$ cat src/sv/mrc_pkg.sv
// Shared types, constants and the CRC-16 byte update for the Modbus RTU response checker.
`timescale 1ns / 1ps
`default_nettype none
package mrc_pkg;

    localparam int DEF_MAX_FRAME_BYTES = 256;
    localparam int DEF_QUEUE_DEPTH     = 4;

    localparam logic [15:0] CRC_INIT = 16'hFFFF;
    localparam logic [15:0] CRC_POLY = 16'hA001;
    localparam logic [15:0] CRC_LSB  = 16'h0001;

    // Configuration register indexes.
    localparam logic [1:0] REG_ADDRESS   = 2'd0;
    localparam logic [1:0] REG_FUNCTION  = 2'd1;
    localparam logic [1:0] REG_REG_COUNT = 2'd2;

    localparam logic [7:0] RST_ADDRESS   = 8'd1;
    localparam logic [7:0] RST_FUNCTION  = 8'd4;
    localparam logic [6:0] RST_REG_COUNT = 7'd1;

    // Frame status codes.
    localparam logic [1:0] ST_OK        = 2'd0;
    localparam logic [1:0] ST_SHORT     = 2'd1;
    localparam logic [1:0] ST_CRC_ERR   = 2'd2;
    localparam logic [1:0] ST_HDR_ERR   = 2'd3;

    // Minimum frame length: address, function, byte count and two CRC bytes.
    localparam int MIN_FRAME_BYTES = 5;

    typedef struct packed {
        logic [7:0] address;
        logic [7:0] fcode;
        logic [6:0] nregs;
    } t_cfg;

    // What one input byte leaves for the output side.
    typedef struct packed {
        logic        word_vld;
        logic [15:0] word;
        logic        stat_vld;
        logic [1:0]  status;
    } t_entry;

    function automatic logic [15:0] crc_feed(input logic [15:0] crc, input logic [7:0] b);
        logic [15:0] c;
        c = crc ^ {8'h00, b};
        for (int k = 0; k < 8; k++) begin
            if ((c & CRC_LSB) != 16'h0000) begin
                c = (c >> 1) ^ CRC_POLY;
            end else begin
                c = c >> 1;
            end
        end
        return c;
    endfunction

endpackage
`default_nettype wire

$ cat src/sv/mrc_ifs.sv
// Handshake channel interfaces: received bytes, results and configuration writes.
`timescale 1ns / 1ps
`default_nettype none
interface mrc_in_if;
    logic       valid;
    logic       ready;
    logic [7:0] rx_byte;
    logic       frame_end;
    modport source (output valid, output rx_byte, output frame_end, input ready);
    modport sink   (input valid, input rx_byte, input frame_end, output ready);
endinterface

interface mrc_out_if;
    logic        valid;
    logic        ready;
    logic        is_status;
    logic [15:0] reg_word;
    logic [1:0]  frame_status;
    logic        last_of_frame;
    modport source (output valid, output is_status, output reg_word, output frame_status,
                    output last_of_frame, input ready);
    modport sink   (input valid, input is_status, input reg_word, input frame_status,
                    input last_of_frame, output ready);
endinterface

interface mrc_cfg_if;
    logic       valid;
    logic       ready;
    logic [1:0] index;
    logic [7:0] data;
    modport source (output valid, output index, output data, input ready);
    modport sink   (input valid, input index, input data, output ready);
endinterface
`default_nettype wire

$ cat src/sv/mrc_front.sv
// Front end: byte delay line, running CRC, header capture and per-byte result classification.
`timescale 1ns / 1ps
`default_nettype none
module mrc_front #(
    parameter int MAX_FRAME_BYTES = mrc_pkg::DEF_MAX_FRAME_BYTES
) (
    input  wire logic          i_clk,
    input  wire logic          i_rst_n,
    mrc_in_if.sink             i_in,
    input  mrc_pkg::t_cfg      i_cfg,
    input  wire logic          i_q_full,
    output logic               o_push,
    output mrc_pkg::t_entry    o_entry
);
    localparam int POS_W = $clog2(MAX_FRAME_BYTES + 1);

    logic [15:0]      r_crc, n_crc;
    logic [POS_W-1:0] r_pos, n_pos;
    logic [7:0]       r_held0, n_held0, r_held1, n_held1;
    logic [7:0]       r_addr, n_addr, r_func, n_func, r_cnt, n_cnt, r_hi, n_hi;

    logic fire, take, conf, word_vld, fin;
    logic [1:0] status;

    assign i_in.ready = !i_q_full;
    assign fire       = i_in.valid && i_in.ready;
    assign fin        = i_in.frame_end;

    always_comb begin
        take    = r_pos < POS_W'(MAX_FRAME_BYTES);
        conf    = take && (r_pos >= POS_W'(2));
        n_crc   = conf ? mrc_pkg::crc_feed(r_crc, r_held0) : r_crc;
        n_addr  = (conf && r_pos == POS_W'(2)) ? r_held0 : r_addr;
        n_func  = (conf && r_pos == POS_W'(3)) ? r_held0 : r_func;
        n_cnt   = (conf && r_pos == POS_W'(4)) ? r_held0 : r_cnt;
        // Data bytes start at position 5: odd positions carry high bytes, even ones close a word.
        n_hi    = (conf && r_pos[0] && r_pos >= POS_W'(5)) ? r_held0 : r_hi;
        word_vld = conf && !r_pos[0] && (r_pos >= POS_W'(6));
        n_held0 = take ? r_held1 : r_held0;
        n_held1 = take ? i_in.rx_byte : r_held1;
        n_pos   = take ? r_pos + POS_W'(1) : r_pos;

        if (n_pos < POS_W'(mrc_pkg::MIN_FRAME_BYTES)) begin
            status = mrc_pkg::ST_SHORT;
        end else if (n_crc[7:0] != n_held0 || n_crc[15:8] != n_held1) begin
            status = mrc_pkg::ST_CRC_ERR;
        end else if (n_addr != i_cfg.address || n_func != i_cfg.fcode ||
                     n_cnt != {i_cfg.nregs, 1'b0}) begin
            status = mrc_pkg::ST_HDR_ERR;
        end else begin
            status = mrc_pkg::ST_OK;
        end

        o_entry.word_vld = word_vld;
        o_entry.word     = {r_hi, r_held0};
        o_entry.stat_vld = fin;
        o_entry.status   = status;
        o_push           = fire && (word_vld || fin);
    end

    always_ff @(posedge i_clk) begin
        if (!i_rst_n || (fire && fin)) begin
            r_crc   <= mrc_pkg::CRC_INIT;
            r_pos   <= '0;
            r_held0 <= '0;
            r_held1 <= '0;
            r_addr  <= '0;
            r_func  <= '0;
            r_cnt   <= '0;
            r_hi    <= '0;
        end else if (fire) begin
            r_crc   <= n_crc;
            r_pos   <= n_pos;
            r_held0 <= n_held0;
            r_held1 <= n_held1;
            r_addr  <= n_addr;
            r_func  <= n_func;
            r_cnt   <= n_cnt;
            r_hi    <= n_hi;
        end
    end
endmodule
`default_nettype wire

$ cat src/sv/mrc_queue.sv
// Short FIFO of classified entries between the front end and the result emitter.
`timescale 1ns / 1ps
`default_nettype none
module mrc_queue #(
    parameter int DEPTH = mrc_pkg::DEF_QUEUE_DEPTH
) (
    input  wire logic       i_clk,
    input  wire logic       i_rst_n,
    input  wire logic       i_push,
    input  mrc_pkg::t_entry i_entry,
    input  wire logic       i_pop,
    output logic            o_full,
    output logic            o_vld,
    output mrc_pkg::t_entry o_head
);
    localparam int AW = (DEPTH > 1) ? $clog2(DEPTH) : 1;
    localparam int CW = $clog2(DEPTH + 1);

    mrc_pkg::t_entry r_mem [DEPTH];
    logic [AW-1:0]   r_wr, r_rd;
    logic [CW-1:0]   r_count;
    logic            do_push, do_pop;

    assign o_full  = r_count == CW'(DEPTH);
    assign o_vld   = r_count != '0;
    assign o_head  = r_mem[r_rd];
    assign do_push = i_push && !o_full;
    assign do_pop  = i_pop && o_vld;

    always_ff @(posedge i_clk) begin
        if (do_push) begin
            r_mem[r_wr] <= i_entry;
        end
    end

    always_ff @(posedge i_clk) begin
        if (!i_rst_n) begin
            r_wr    <= '0;
            r_rd    <= '0;
            r_count <= '0;
        end else begin
            if (do_push) begin
                r_wr <= (r_wr == AW'(DEPTH - 1)) ? '0 : r_wr + AW'(1);
            end
            if (do_pop) begin
                r_rd <= (r_rd == AW'(DEPTH - 1)) ? '0 : r_rd + AW'(1);
            end
            if (do_push && !do_pop) begin
                r_count <= r_count + CW'(1);
            end else if (do_pop && !do_push) begin
                r_count <= r_count - CW'(1);
            end
        end
    end
endmodule
`default_nettype wire

$ cat src/sv/mrc_back.sv
// Back end: expands queue entries into word and status results through an output register.
`timescale 1ns / 1ps
`default_nettype none
module mrc_back (
    input  wire logic       i_clk,
    input  wire logic       i_rst_n,
    input  wire logic       i_q_vld,
    input  mrc_pkg::t_entry i_q_head,
    output logic            o_pop,
    mrc_out_if.source       o_out
);
    logic        r_vld;
    logic        r_is_status;
    logic [15:0] r_word;
    logic [1:0]  r_status;
    logic        r_last;
    // Set once the word of an entry that also closes the frame is loaded into the output register.
    logic        r_phase;

    logic load, emit_word;

    assign load      = (!r_vld || o_out.ready) && i_q_vld;
    assign emit_word = i_q_head.word_vld && !r_phase;
    assign o_pop     = load && !(emit_word && i_q_head.stat_vld);

    assign o_out.valid         = r_vld;
    assign o_out.is_status     = r_is_status;
    assign o_out.reg_word      = r_word;
    assign o_out.frame_status  = r_status;
    assign o_out.last_of_frame = r_last;

    always_ff @(posedge i_clk) begin
        if (!i_rst_n) begin
            r_vld   <= 1'b0;
            r_phase <= 1'b0;
        end else begin
            if (load) begin
                r_vld   <= 1'b1;
                r_phase <= emit_word && i_q_head.stat_vld;
            end else if (o_out.ready) begin
                r_vld <= 1'b0;
            end
        end
    end

    always_ff @(posedge i_clk) begin
        if (load) begin
            if (emit_word) begin
                r_is_status <= 1'b0;
                r_word      <= i_q_head.word;
                r_status    <= mrc_pkg::ST_OK;
                r_last      <= 1'b0;
            end else begin
                r_is_status <= 1'b1;
                r_word      <= '0;
                r_status    <= i_q_head.status;
                r_last      <= 1'b1;
            end
        end
    end
endmodule
`default_nettype wire

$ cat src/sv/modbus_rtu_response_checker_core.sv
// Top level of the Modbus RTU read-registers response checker.
//
//   channel   dir   payload                                        beat when
//   i_in      in    rx_byte[7:0], frame_end                        valid && ready
//   o_out     out   is_status, reg_word[15:0], frame_status[1:0],  valid && ready
//                   last_of_frame
//   i_cfg     in    index[1:0], data[7:0]                          valid && ready
//
// One byte is taken per cycle unless the entry queue is full; the CRC update is unrolled over
// eight bits in the front end. Results leave one per cycle from the output register while
// o_out.ready is high; a byte's first result is queued, then loaded into the output register.
// A frame end that also completes a word gives two results, the word and then the status.
// Reset clears the frame state and loads the register defaults; no clearing pass.
// An output stall fills the entry queue; i_in.ready drops only when it is full.
// Configuration writes are always ready.
`timescale 1ns / 1ps
`default_nettype none
module modbus_rtu_response_checker_core #(
    parameter int MAX_FRAME_BYTES = mrc_pkg::DEF_MAX_FRAME_BYTES,
    parameter int QUEUE_DEPTH     = mrc_pkg::DEF_QUEUE_DEPTH
) (
    input  wire logic i_clk,
    input  wire logic i_rst_n,
    mrc_in_if.sink    i_in,
    mrc_out_if.source o_out,
    mrc_cfg_if.sink   i_cfg
);
    mrc_pkg::t_cfg   r_cfg;
    mrc_pkg::t_entry push_entry, head_entry;
    logic            push, pop, q_full, q_vld;

    assign i_cfg.ready = 1'b1;

    always_ff @(posedge i_clk) begin
        if (!i_rst_n) begin
            r_cfg.address <= mrc_pkg::RST_ADDRESS;
            r_cfg.fcode   <= mrc_pkg::RST_FUNCTION;
            r_cfg.nregs   <= mrc_pkg::RST_REG_COUNT;
        end else if (i_cfg.valid && i_cfg.ready) begin
            case (i_cfg.index)
                mrc_pkg::REG_ADDRESS:   r_cfg.address <= i_cfg.data;
                mrc_pkg::REG_FUNCTION:  r_cfg.fcode   <= i_cfg.data;
                mrc_pkg::REG_REG_COUNT: r_cfg.nregs   <= i_cfg.data[6:0];
                default: ;
            endcase
        end
    end

    mrc_front #(
        .MAX_FRAME_BYTES(MAX_FRAME_BYTES)
    ) u_front (
        .i_clk   (i_clk),
        .i_rst_n (i_rst_n),
        .i_in    (i_in),
        .i_cfg   (r_cfg),
        .i_q_full(q_full),
        .o_push  (push),
        .o_entry (push_entry)
    );

    mrc_queue #(
        .DEPTH(QUEUE_DEPTH)
    ) u_queue (
        .i_clk  (i_clk),
        .i_rst_n(i_rst_n),
        .i_push (push),
        .i_entry(push_entry),
        .i_pop  (pop),
        .o_full (q_full),
        .o_vld  (q_vld),
        .o_head (head_entry)
    );

    mrc_back u_back (
        .i_clk   (i_clk),
        .i_rst_n (i_rst_n),
        .i_q_vld (q_vld),
        .i_q_head(head_entry),
        .o_pop   (pop),
        .o_out   (o_out)
    );
endmodule
`default_nettype wire

$ cat src/flat_wrapper.sv
// flat-port wrapper written by rule: the top's interface ports become plain ports
module modbus_rtu_response_checker_core_flat 
#(
    parameter int MAX_FRAME_BYTES = mrc_pkg::DEF_MAX_FRAME_BYTES,
    parameter int QUEUE_DEPTH     = mrc_pkg::DEF_QUEUE_DEPTH
)
  (i_clk, i_rst_n, i_in_valid, i_in_rx_byte, i_in_frame_end, i_in_ready, o_out_valid, o_out_is_status, o_out_reg_word, o_out_frame_status, o_out_last_of_frame, o_out_ready, i_cfg_valid, i_cfg_index, i_cfg_data, i_cfg_ready);
  mrc_in_if i_in_i ();
  mrc_out_if o_out_i ();
  mrc_cfg_if i_cfg_i ();
  input  wire logic i_clk;
  input  wire logic i_rst_n;
  input wire logic [$bits(i_in_i.valid)-1:0] i_in_valid;
  input wire logic [$bits(i_in_i.rx_byte)-1:0] i_in_rx_byte;
  input wire logic [$bits(i_in_i.frame_end)-1:0] i_in_frame_end;
  output wire logic [$bits(i_in_i.ready)-1:0] i_in_ready;
  output wire logic [$bits(o_out_i.valid)-1:0] o_out_valid;
  output wire logic [$bits(o_out_i.is_status)-1:0] o_out_is_status;
  output wire logic [$bits(o_out_i.reg_word)-1:0] o_out_reg_word;
  output wire logic [$bits(o_out_i.frame_status)-1:0] o_out_frame_status;
  output wire logic [$bits(o_out_i.last_of_frame)-1:0] o_out_last_of_frame;
  input wire logic [$bits(o_out_i.ready)-1:0] o_out_ready;
  input wire logic [$bits(i_cfg_i.valid)-1:0] i_cfg_valid;
  input wire logic [$bits(i_cfg_i.index)-1:0] i_cfg_index;
  input wire logic [$bits(i_cfg_i.data)-1:0] i_cfg_data;
  output wire logic [$bits(i_cfg_i.ready)-1:0] i_cfg_ready;
  assign i_in_i.valid = i_in_valid;
  assign i_in_i.rx_byte = i_in_rx_byte;
  assign i_in_i.frame_end = i_in_frame_end;
  assign i_in_ready = i_in_i.ready;
  assign o_out_valid = o_out_i.valid;
  assign o_out_is_status = o_out_i.is_status;
  assign o_out_reg_word = o_out_i.reg_word;
  assign o_out_frame_status = o_out_i.frame_status;
  assign o_out_last_of_frame = o_out_i.last_of_frame;
  assign o_out_i.ready = o_out_ready;
  assign i_cfg_i.valid = i_cfg_valid;
  assign i_cfg_i.index = i_cfg_index;
  assign i_cfg_i.data = i_cfg_data;
  assign i_cfg_ready = i_cfg_i.ready;
  modbus_rtu_response_checker_core #(.MAX_FRAME_BYTES(MAX_FRAME_BYTES), .QUEUE_DEPTH(QUEUE_DEPTH)) u_core (.i_clk(i_clk), .i_rst_n(i_rst_n), .i_in(i_in_i), .o_out(o_out_i), .i_cfg(i_cfg_i));
endmodule
$ cat config.mk
export PLATFORM = sky130hd
export DESIGN_NAME = modbus_rtu_response_checker_core_flat
export DESIGN_NICKNAME = d
export VERILOG_FILES = /design/src/sv/mrc_pkg.sv /design/src/sv/mrc_ifs.sv /design/src/sv/mrc_front.sv /design/src/sv/mrc_queue.sv /design/src/sv/mrc_back.sv /design/src/sv/modbus_rtu_response_checker_core.sv /design/src/flat_wrapper.sv
export SDC_FILE = /design/constraint.sdc
export NUM_CORES = 1
export LEC_CHECK = 0
export ABC_AREA = 1
export BUFFER_PORTS_ARGS = -buffer_cell sky130_fd_sc_hd__buf_4
export CELL_PAD_IN_SITES_DETAIL_PLACEMENT = 2
export CELL_PAD_IN_SITES_GLOBAL_PLACEMENT = 2
export CORE_MARGIN = 2
export CORE_UTILIZATION = 32
export CTS_CLUSTER_SIZE = 20
export DETAILED_ROUTE_END_ITERATION = 7
export GPL_TIMING_DRIVEN = 0
export HOLD_SLACK_MARGIN = 0.03
export MAX_ROUTING_LAYER = met4
export PLACE_DENSITY = 0.7
export SLEW_MARGIN = 20
export SYNTH_ARGS = -nofsm -noshare
export SYNTH_HDL_FRONTEND = slang
export SYNTH_HIERARCHICAL = 1
export SYNTH_SLANG_ARGS = --single-unit
$ cat constraint.sdc
create_clock -name i_clk -period 6.4 [get_ports i_clk]
set_clock_uncertainty 0.05 [all_clocks]
set_input_delay 0.96 -clock i_clk [delete_from_list [all_inputs] [get_ports i_clk]]
set_output_delay 0.96 -clock i_clk [all_outputs]
set_load 0.02 [all_outputs]
Word level (Yosys, flattened, before mapping)
Memories as Yosys holds them, arrays and structs flattened. A register that Yosys moved wholly into a read port is not among the register bits.
Cells that the tools add are included.
{ "totals": {"in_bits": 24, "ram_bits": 80, "latch_bits": 0, "reg_bits": 124, "output_inout_bits": 23, "memories": 1, "mem_bits_ro": 0} }
{ "classes": {"mul": 0, "reduce_logical": 41, "n_eq_ne": 13, "n_mux": 29, "div": 0, "n_bitwise": 9, "add_sub_neg": 5, "n_shift": 0, "n_lt_le_gt_ge": 5} }
{ "memory_table": {"columns": ["memory", "depth", "word_bits", "read_ports", "rd_clocked_by_memory_dff", "write_ports", "line", "source"], "rows": [
  ["u_core.u_queue.r_mem", 4, 20, 1, 1, 1, "mrc_queue.sv:19", "mrc_pkg::t_entry r_mem [DEPTH];"]
]} }
{ "op_table": {"columns": ["operator", "count"], "rows": [
  ["16-bit two-way mux", 9],
  ["8-bit two-way mux", 5],
  ["8-bit != test", 5],
  ["2-bit NOT with 3-bit output", 8],
  ["1-bit logical AND", 19],
  ["9-bit by 2-bit == test with 1-bit output (second input constant)", 2],
  ["9-bit by 3-bit greater-or-equal comparator with 1-bit output (second input constant)", 2],
  ["16-bit by 8-bit XOR with 16-bit output", 1],
  ["2-bit two-way mux", 7],
  ["9-bit by 1-bit adder with 9-bit output (second input constant)", 1],
  ["9-bit by 3-bit == test with 1-bit output (second input constant)", 1],
  ["9-bit by 2-bit greater-or-equal comparator with 1-bit output (second input constant)", 1],
  ["9-bit by 3-bit less-than comparator with 1-bit output (second input constant)", 1],
  ["9-bit less-than comparator (second input constant)", 1],
  ["9-bit two-way mux", 1],
  ["1-bit zero test", 8],
  ["2-bit AND reduction", 4],
  ["2-bit == test (second input constant)", 3],
  ["1-bit logical OR", 6],
  ["3-bit two-way mux", 2],
  ["1-bit two-way mux", 5],
  ["2-bit by 1-bit adder with 2-bit output (second input constant)", 2],
  ["2-bit nonzero test", 2],
  ["3-bit by 1-bit adder with 3-bit output (second input constant)", 1],
  ["5 further kinds", 5]
]} }

Logic depth before layout (Yosys ltp)
Gate-level depths: netlist of the first run.
{ "logic_depth": {"word_depth": 22, "ltp_mapped": 21} }

Modules after synthesis
The synthesis of the first run kept the hierarchy.
{ "modules_own_cells": {"columns": ["module", "area_each_um2", "instances", "cells_each"], "rows": [
  ["mrc_front", 4674.5, 1, 770],
  ["mrc_queue", 3437.0, 1, 265],
  ["modbus_rtu_response_checker_core", 1031.0, 1, 147],
  ["mrc_back", 874.6, 1, 73]
]} }

Least setup slack after synthesis of the first run
No wires, ideal clock.
{ "synth_path": {"path_kind": "input-to-reg", "start": "input port i_in_valid", "end": "memory u_core/u_queue/r_mem[0][0] (netlist bit), enable pin", "setup_time_ns": 0.397, "arrival_time_ns": 2.951, "path_stages": 8, "slack_ns": 3.002, "cell_sequence": "nand2_1 -> clkinv_1 -> clkbuf_1 -> clkbuf_1 -> nand2_1 -> nand2_1 -> nand2_2 -> nor2_1"} }
{ "synth_via": {"elab_chain_len": 5} }
{ "synth_lines": {"columns": ["element", "line", "source"], "rows": [
  ["start, declared", "flat_wrapper.sv:13", "input wire logic [$bits(i_in_i.valid)-1:0] i_in_valid;"],
  ["1-bit logical AND", "mrc_front.sv:26", "assign fire = i_in.valid && i_in.ready;"],
  ["1-bit logical AND", "mrc_front.sv:58", "o_push = fire && (word_vld || fin);"],
  ["net u_core.push", "modbus_rtu_response_checker_core.sv:30", "logic push, pop, q_full, q_vld;"],
  ["1-bit logical AND", "mrc_queue.sv:27", "assign do_push = i_push && !o_full;"],
  ["1-bit two-way mux", "mrc_queue.sv:31", "if (do_push) begin"],
  ["1-bit two-way mux (implied by the code)", "mrc_queue.sv:32", "r_mem[r_wr] <= i_entry;"],
  ["end, declared", "mrc_queue.sv:19", null]
]} }
The timed path passes the listed nets, and every way through them passes these cells.

Worst setup path after layout of the first run
{ "layout_path": {"start": "register u_core.u_queue.r_count[1]", "end": "register u_core.u_queue.r_count[2]"} }
{ "layout_via": {"elab_chain_len": 8, "word_cells_on_any_way": 18, "classes_between": "2 x add/sub; 1 x eq/ne; 2 x mux; 13 x reduce/logical"} }
{ "layout_lines": {"columns": ["element", "line", "source"], "rows": [
  ["start, declared", "mrc_queue.sv:21", "logic [CW-1:0] r_count;"],
  ["start signal, assigned", "mrc_queue.sv:49", "r_count <= r_count + CW'(1);"],
  ["start signal, assigned", "mrc_queue.sv:51", "r_count <= r_count - CW'(1);"],
  ["3-bit == test *", "mrc_queue.sv:24", "assign o_full = r_count == CW'(DEPTH);"],
  ["net u_core.q_full", "modbus_rtu_response_checker_core.sv:30", null],
  ["1-bit zero test *", "mrc_front.sv:25", "assign i_in.ready = !i_q_full;"],
  ["1-bit logical AND *", "mrc_front.sv:26", null],
  ["1-bit logical AND *", "mrc_front.sv:58", null],
  ["net u_core.push", "modbus_rtu_response_checker_core.sv:30", null],
  ["1-bit logical AND *", "mrc_queue.sv:27", null],
  ["net u_core.u_queue.do_push", "mrc_queue.sv:22", "logic do_push, do_pop;"],
  ["1-bit zero test", "mrc_queue.sv:50", "end else if (do_pop && !do_push) begin"],
  ["1-bit logical AND", "mrc_queue.sv:50", null],
  ["2-bit nonzero test (no line)", null, null]
]} }
The timed path passes the listed nets; every way through them passes the cells marked *. The select of a mux whose other input is x is not followed.
A chain may end at the register's enable or synchronous reset.

==> impl_metrics.env, run 1 <==
export IMPL_hold_buffers=0
export IMPL_critPathRequiredTime_ps=6790
export IMPL_min_path_type="reg -> reg"
export IMPL_sequentialPowerShare_pct=35.5
export IMPL_ff2ff_path_depth=21
export IMPL_p_per_area_nw_per_um2=437
export IMPL_clkSinkCount=206
export IMPL_internal_power_w=0.00319
export IMPL_track_usage_pct=20.9
export IMPL_grt_pass1_wl_um=52100
export IMPL_viasPerCell=4.96
export IMPL_initial_core_util_pct=32.7
export IMPL_synth_top_family_by_area="simple AND/OR/NAND/NOR gates"
export IMPL_outcome="finished clean"
export IMPL_synth_xor_area_share_pct=1.84
export IMPL_drive_above_1_share_pct=11.5
export IMPL_cp_slowest_stage_delay_ps=590
export IMPL_diodes=0
export IMPL_clockBufferDepth=3
export IMPL_postCtsResizedCells=0
export IMPL_synth_commonest_cells="nand2_1, inv_1, nor2_1"
export IMPL_fmax_mhz=230
export IMPL_clk_latency_ps=550
export IMPL_p_clk_share_pct=29.6
export IMPL_gp_congestion=0.815
export IMPL_critPathSlowestCell="clkbuf_1"
export IMPL_final_util_pct=38.4
export IMPL_hold_path_cell_count=2
export IMPL_antenna_found_initial=0
export IMPL_synth_edff_count=99
export IMPL_fin_crit_ps=4350
export IMPL_io_pins=47
export IMPL_fin_setup_tns_ps=0
export IMPL_cts_tree="done"
export IMPL_yosys_cell_count_top_type="nand2_1"
export IMPL_critPathTopFamily="buffers and inverters"
export IMPL_drt_iter0_drc=302
export IMPL_path_buf_inv=9
export IMPL_combinationalPowerShare_pct=34.9
export IMPL_place_inst=1696
export IMPL_cts_root_buf="clkbuf_16"
export IMPL_grt_max_degree=21
export IMPL_rows=64
export IMPL_layout_area_overhead_vs_synth_pct=17.5
export IMPL_cp_max_fo=10
export IMPL_drv_cap=0
export IMPL_dieArea_um2=32700
export IMPL_multiInputGateArea_um2=4000
export IMPL_first_pass_iters=4
export IMPL_nets=1360
export IMPL_syn_avg_cell_area_um2=7.98
export IMPL_yosysSeqAreaShare_pct=51.1
export IMPL_drtAntennaViolNets=0
export IMPL_crit_arrival_ps=4740
export IMPL_synth_cell_types=43
export IMPL_num_vias=8639
export IMPL_crit_type="reg -> reg"
export IMPL_coreArea_um2=30700
export IMPL_yosysTopAreaCell="edfxtp_1"
export IMPL_vdd_drop_max_mv=0.223
export IMPL_async_flop_share_pct=0
export IMPL_dp_hpwl_um=24100
export IMPL_leakage_nw=5.25
export IMPL_die_y_um=181
export IMPL_synth_area_um2=10000
export IMPL_clk_pin_slew_ps=60
export IMPL_post_cts_buffers=0
export IMPL_synth_fp_nets=1288
export IMPL_switching_share_pct=38.0
export IMPL_yosysWarnings=6
export IMPL_startpoint_type="flip-flop"
export IMPL_postSynthCellCount=1255
export IMPL_cp_num_cells=21
export IMPL_wire_per_inst_um=19.0
export IMPL_muxShareOfSynthArea_pct=0.400
export IMPL_drc=0
export IMPL_synth_top_cell_area_share_pct=29.7
export IMPL_synth_main_ff_cell="dfxtp_1"
export IMPL_synth_area_top_cells="edfxtp_1, dfxtp_1, nand2_1"
export IMPL_grt_overflow=0
export IMPL_synth_fa_ha_area_share_pct=1.20
export IMPL_nFillCells=3500
export IMPL_io_buffer_count=45
export IMPL_final_cells=1742
export IMPL_switching_power_w=0.00196
export IMPL_rsz0062_at_grt="false"
export IMPL_crit_path_end_kind="flip-flop"
export IMPL_fp_dieW_um=181
export IMPL_yosys_register_bits=206
export IMPL_numCtsBuffers=25
export IMPL_path_cells="nor2_1, nand2_1, inv_1, inv_1, nand2_1, clkinv_1, clkbuf_1, clkbuf_1, nand2_1, nand2_1, nand2_2, inv_1, ha_1, inv_1, fa_1, inv_1, nand2_1, nand3_1, nand2_1, inv_1, nor2_1"
export IMPL_setup_viol=0
export IMPL_relSlewSlack_pct=42.7
export IMPL_htreeDepth=1
export IMPL_worst_pin_slew_ps=859
export IMPL_grt_pass1_vias=9327
export IMPL_yosys_area_share_simple_pct=23.3
export IMPL_fin_crit_sh_pct=67.9
export IMPL_drt_wl_total_um=33100
export IMPL_slew_violations=0
export IMPL_finalHoldViolCount=0
export IMPL_regArea_um2=5110
export IMPL_synth_compound_area_share_pct=12.8
placed cells by master (no fill, tap or decap), drive strengths merged, types with 55 or more instances in the layout:
master	netlist	routed
edfxtp	99	99
o21ai	134	134
dfxtp	107	107
nand2	286	286
a21oi	55	55
inv	167	168
buf	31	76
nor2	177	177
nand3	65	65
clkbuf	25	56
routing by layer:
layer | vias up | global-route usage [%] | part of all wire, %
li1 | 4236 | - | -
met1 | 4238 | 25.7 | 45
met2 | 111 | 36.7 | 50
met3 | 54 | 2.02 | 3.0
met4 | 0 | 5.45 | 2.5
met5 | - | - | 0
per-stage QoR:
| stage | power [W] | area (um^2) | setup slack, ps | hold slack [ps] |
|---|---|---|---|---|
| global placement | 0.00359 | 10900 | 974 | 425 |
| detailed placement | 0.00367 | 10900 | 1730 | 437 |
| floorplan | 0.00302 | 10000 | 3000 | 394 |
| global route | 0.00550 | 11800 | 1770 | 474 |
| finish | 0.00515 | 11800 | 2050 | 444 |
| CTS | 0.00524 | 11800 | 2020 | 452 |
sequential cells by signal (all words and copies together) (netlist names), 9 cells and up, named ones only:
register	count
u_core/u_queue/r_mem	80
u_core/r_cfg	23
u_core/u_back/o_out.reg_word	16
u_core/u_front/r_crc	16
u_core/u_front/r_pos	9
path summary, 6_finish.rpt:
kind                                                start                        end  slack [ps]
worst min register to register            u_core/r_cfg[0]            u_core/r_cfg[0]         440
worst max-delay path            u_core/u_queue/r_count[1]  u_core/u_queue/r_count[2]        2050
worst max register to register  u_core/u_queue/r_count[1]  u_core/u_queue/r_count[2]        2050
worst min-delay path                      u_core/r_cfg[0]            u_core/r_cfg[0]         440
final cells by class:
cell class / instances / area share, %
clock buffers: 31 / 5.94
inverters: 168 / 5.36
multi-input cells: 825 / 33.9
clock inverters: 15 / 1.66
flip-flops and latches: 206 / 43.4
well taps: 396 / 4.21
plain buffers: 56 / 2.60
repair buffers: 45 / 2.87
worst register-to-register path: stages (launching register included):
cell,delay [ps]
dfxtp_1,380
nor2_1,80
nand2_1,160
inv_1,60
inv_1,70
nand2_1,360
clkinv_1,340
clkbuf_1,500
clkbuf_1,590
nand2_1,170
nand2_1,210
nand2_2,210
inv_1,120
ha_1,170
inv_1,60
fa_1,380
inv_1,70
nand2_1,70
nand3_1,80
nand2_1,50
inv_1,40
nor2_1,30
logic make-up (layout without fill, tap and decap cells):
kind of cell,after synthesis,count (layout)
mux,4,4
buf+inv,224,315
xor+xnor,21,21
other cells,1,1
compound gates,236,236
fa+ha+maj,9,9
simple gates,554,554
flops,206,206
power groups by stage:
stage                     sequential [W]  combinational (W)  clock (W)
after floorplan                  0.00189            0.00113          0
after global placement           0.00185            0.00174          0
after detailed placement         0.00186            0.00181          0
after CTS                        0.00183            0.00183    0.00157
after global routing             0.00185            0.00203    0.00162
final                            0.00183            0.00180    0.00152
(Power assumes the default switching activity.)
==> run 2, diff against run 1 <==
- PLACE_DENSITY: 0.7 -> 0.73
- clock period: 6.4 -> 3.6 ns (I/O delays scaled with it)
==> run 2 against run 1 <==
  * Die area unchanged
  * Final area decreased by 0.13%
  * Fmax is 37% higher
  * Critical endpoint is now u_core/u_queue/r_mem[0][1]
  * Via count up 0.30%
  * Sequential share of layout area increased by 0.066 points
  * Total power rose by 77%
==> impl_metrics.env, run 2 (synthesis gave the netlist of run 1 again) <==
export IMPL_clk_latency_ps=540
export IMPL_fin_crit_ps=3170
export IMPL_combinationalPowerShare_pct=35.4
export IMPL_coreArea_um2=30700
export IMPL_drv_cap=0
export IMPL_clk_pin_slew_ps=60
export IMPL_dp_slack_ps=-746
export IMPL_critPathRequiredTime_ps=3820
export IMPL_fin_crit_sh_pct=88.0
export IMPL_top_usage_layer="met2"
export IMPL_layout_area_overhead_vs_synth_pct=17.4
export IMPL_grt_pass1_wl_um=52400
export IMPL_drive_above_1_share_pct=11.8
export IMPL_finalWorstSetupSlack_ps=434
export IMPL_grtUsageMet1_pct=25.3
export IMPL_ff2ff_path_depth=17
export IMPL_cts_tree="done"
export IMPL_drt_iter0_drc=347
export IMPL_die_y_um=181
export IMPL_nets=1358
export IMPL_antenna_found_initial=0
export IMPL_switching_power_w=0.00351
export IMPL_htreeDepth=1
export IMPL_grt_pass1_vias=9352
export IMPL_startpoint_type="flip-flop"
export IMPL_clkSinkCount=206
export IMPL_leakage_nw=5.24
export IMPL_io_buffer_count=45
export IMPL_setup_viol=0
export IMPL_dp_hpwl_um=24400
export IMPL_io_pins=47
export IMPL_worst_pin_slew_ps=875
export IMPL_final_cell_mix="nand2_1, inv_1, nor2_1, dfxtp_1, edfxtp_1"
export IMPL_crit_arrival_ps=3390
export IMPL_reg_top3="u_core/u_queue/r_mem (80), u_core/r_cfg (23)"
export IMPL_grt_overflow=0
export IMPL_grt_use_met2_pct=37.4
export IMPL_final_area_um2=11800
export IMPL_largest_reg_flops=80
export IMPL_layout_commonest_cell="nand2_1"
export IMPL_hold_buffers=0
export IMPL_track_usage_pct=21.1
export IMPL_numCtsBuffers=25
export IMPL_p_clk_share_pct=29.1
export IMPL_drc=0
export IMPL_cts_root_buf="clkbuf_16"
export IMPL_post_cts_buffers=0
export IMPL_internal_power_w=0.00563
export IMPL_top_register="u_core/u_queue/r_mem"
export IMPL_rows=64
export IMPL_clockBufferDepth=3
export IMPL_fp_dieW_um=181
export IMPL_diodes=0
export IMPL_crit_type="reg -> reg"
export IMPL_gp_congestion=0.844
export IMPL_grt_max_degree=21
export IMPL_outcome="finished clean"
export IMPL_p_per_area_nw_per_um2=777
export IMPL_drt_wl_total_um=33500
export IMPL_sequentialPowerShare_pct=35.6
export IMPL_crit_path_end_kind="flip-flop"
export IMPL_dpl_cell_area_um2=10900
export IMPL_finalHoldViolCount=0
export IMPL_slew_violations=0
export IMPL_rsz0062_at_grt="false"
export IMPL_drtAntennaViolNets=0
export IMPL_wire_per_inst_um=19.3
export IMPL_initial_core_util_pct=32.7
export IMPL_vdd_drop_max_mv=0.297
export IMPL_min_path_type="in -> reg"
export IMPL_grt_met3_usage_pct=2.38
export IMPL_num_vias=8665
export IMPL_cp_max_fo=9
export IMPL_relSlewSlack_pct=41.7
export IMPL_dieArea_um2=32700
export IMPL_viasPerCell=4.98
export IMPL_switching_share_pct=38.4
export IMPL_fmax_mhz=316
export IMPL_hold_path_cell_count=3
export IMPL_first_pass_iters=4
==> run 2: final cells by class <==
type                       count  area [um^2]
buffer                        54          299
multi-input combinational    825         4000
tap                          396          495
clock inverter                14          168
clock buffer                  32          713
sequential                   206         5120
timing repair buffer          45          338
inverter                     168          633
fill                        3547        18900
==> run 2: critical path: stages (launching register included) <==
cell     delay [ps]
dfxtp_1         650
inv_1           340
nand2_1         130
nand2_1         100
nand2_1         100
nand2_1         110
nand2_1         110
nand2_1          50
nand2_1         120
nand3_1         140
nand3_1         110
nand2_1          50
nor2_1          120
nand3_1         110
nor2_1          250
nand3_1         110
nand2_1         150
inv_1           100
==> run 2: final timing paths <==
path | start | end | slack [ps]
setup / recovery | u_core/u_front/r_held0[0] | u_core/u_queue/r_mem[0][1] | 430
hold / removal | i_cfg_data[7] | u_core/r_cfg[14] | 210
setup reg to reg | u_core/u_front/r_held0[0] | u_core/u_queue/r_mem[0][1] | 430
hold reg to reg | u_core/u_front/r_func[5] | u_core/u_front/r_func[5] | 450
==> run 2: repair_timing <==
item,in CTS,in global routing
endpoints found under the hold margin,0,0
pin swaps,0,0
endpoints found under the setup margin,83,6
gates cloned,0,0
resized for setup,3,2
==> run 2: power groups by stage <==
| stage | Sequential [W] | Combinational, W | Clock (W) |
|---|---|---|---|
| detailed placement | 0.00330 | 0.00324 | 0 |
| global placement | 0.00328 | 0.00308 | 0 |
| global route | 0.00330 | 0.00361 | 0.00281 |
| floorplan | 0.00336 | 0.00201 | 0 |
| finish | 0.00325 | 0.00323 | 0.00265 |
| CTS | 0.00326 | 0.00328 | 0.00272 |
==> run 2: through the flow <==
stage / TNS (ps) / hold WS (ps) / std cells / total power (W) / utilization [%]
after floorplan: 0 / 394 / 1255 / 0.00537 / -
after global placement: -115050 / 425 / 1696 / 0.00636 / 35.4
after detailed placement: -46720 / 439 / 1696 / 0.00654 / 35.5
after CTS: 0 / 191 / 1741 / 0.00927 / 38.4
after global routing: 0 / 214 / 1740 / 0.00972 / 38.3
final: 0 / 207 / 1740 / 0.00913 / 38.3
==> run 2: layer usage <==
layer | up-vias | part of all wire, %
met5 | - | 0
met4 | 0 | 2.4
met3 | 50 | 2.8
met2 | 105 | 51
met1 | 4294 | 44
li1 | 4216 | -
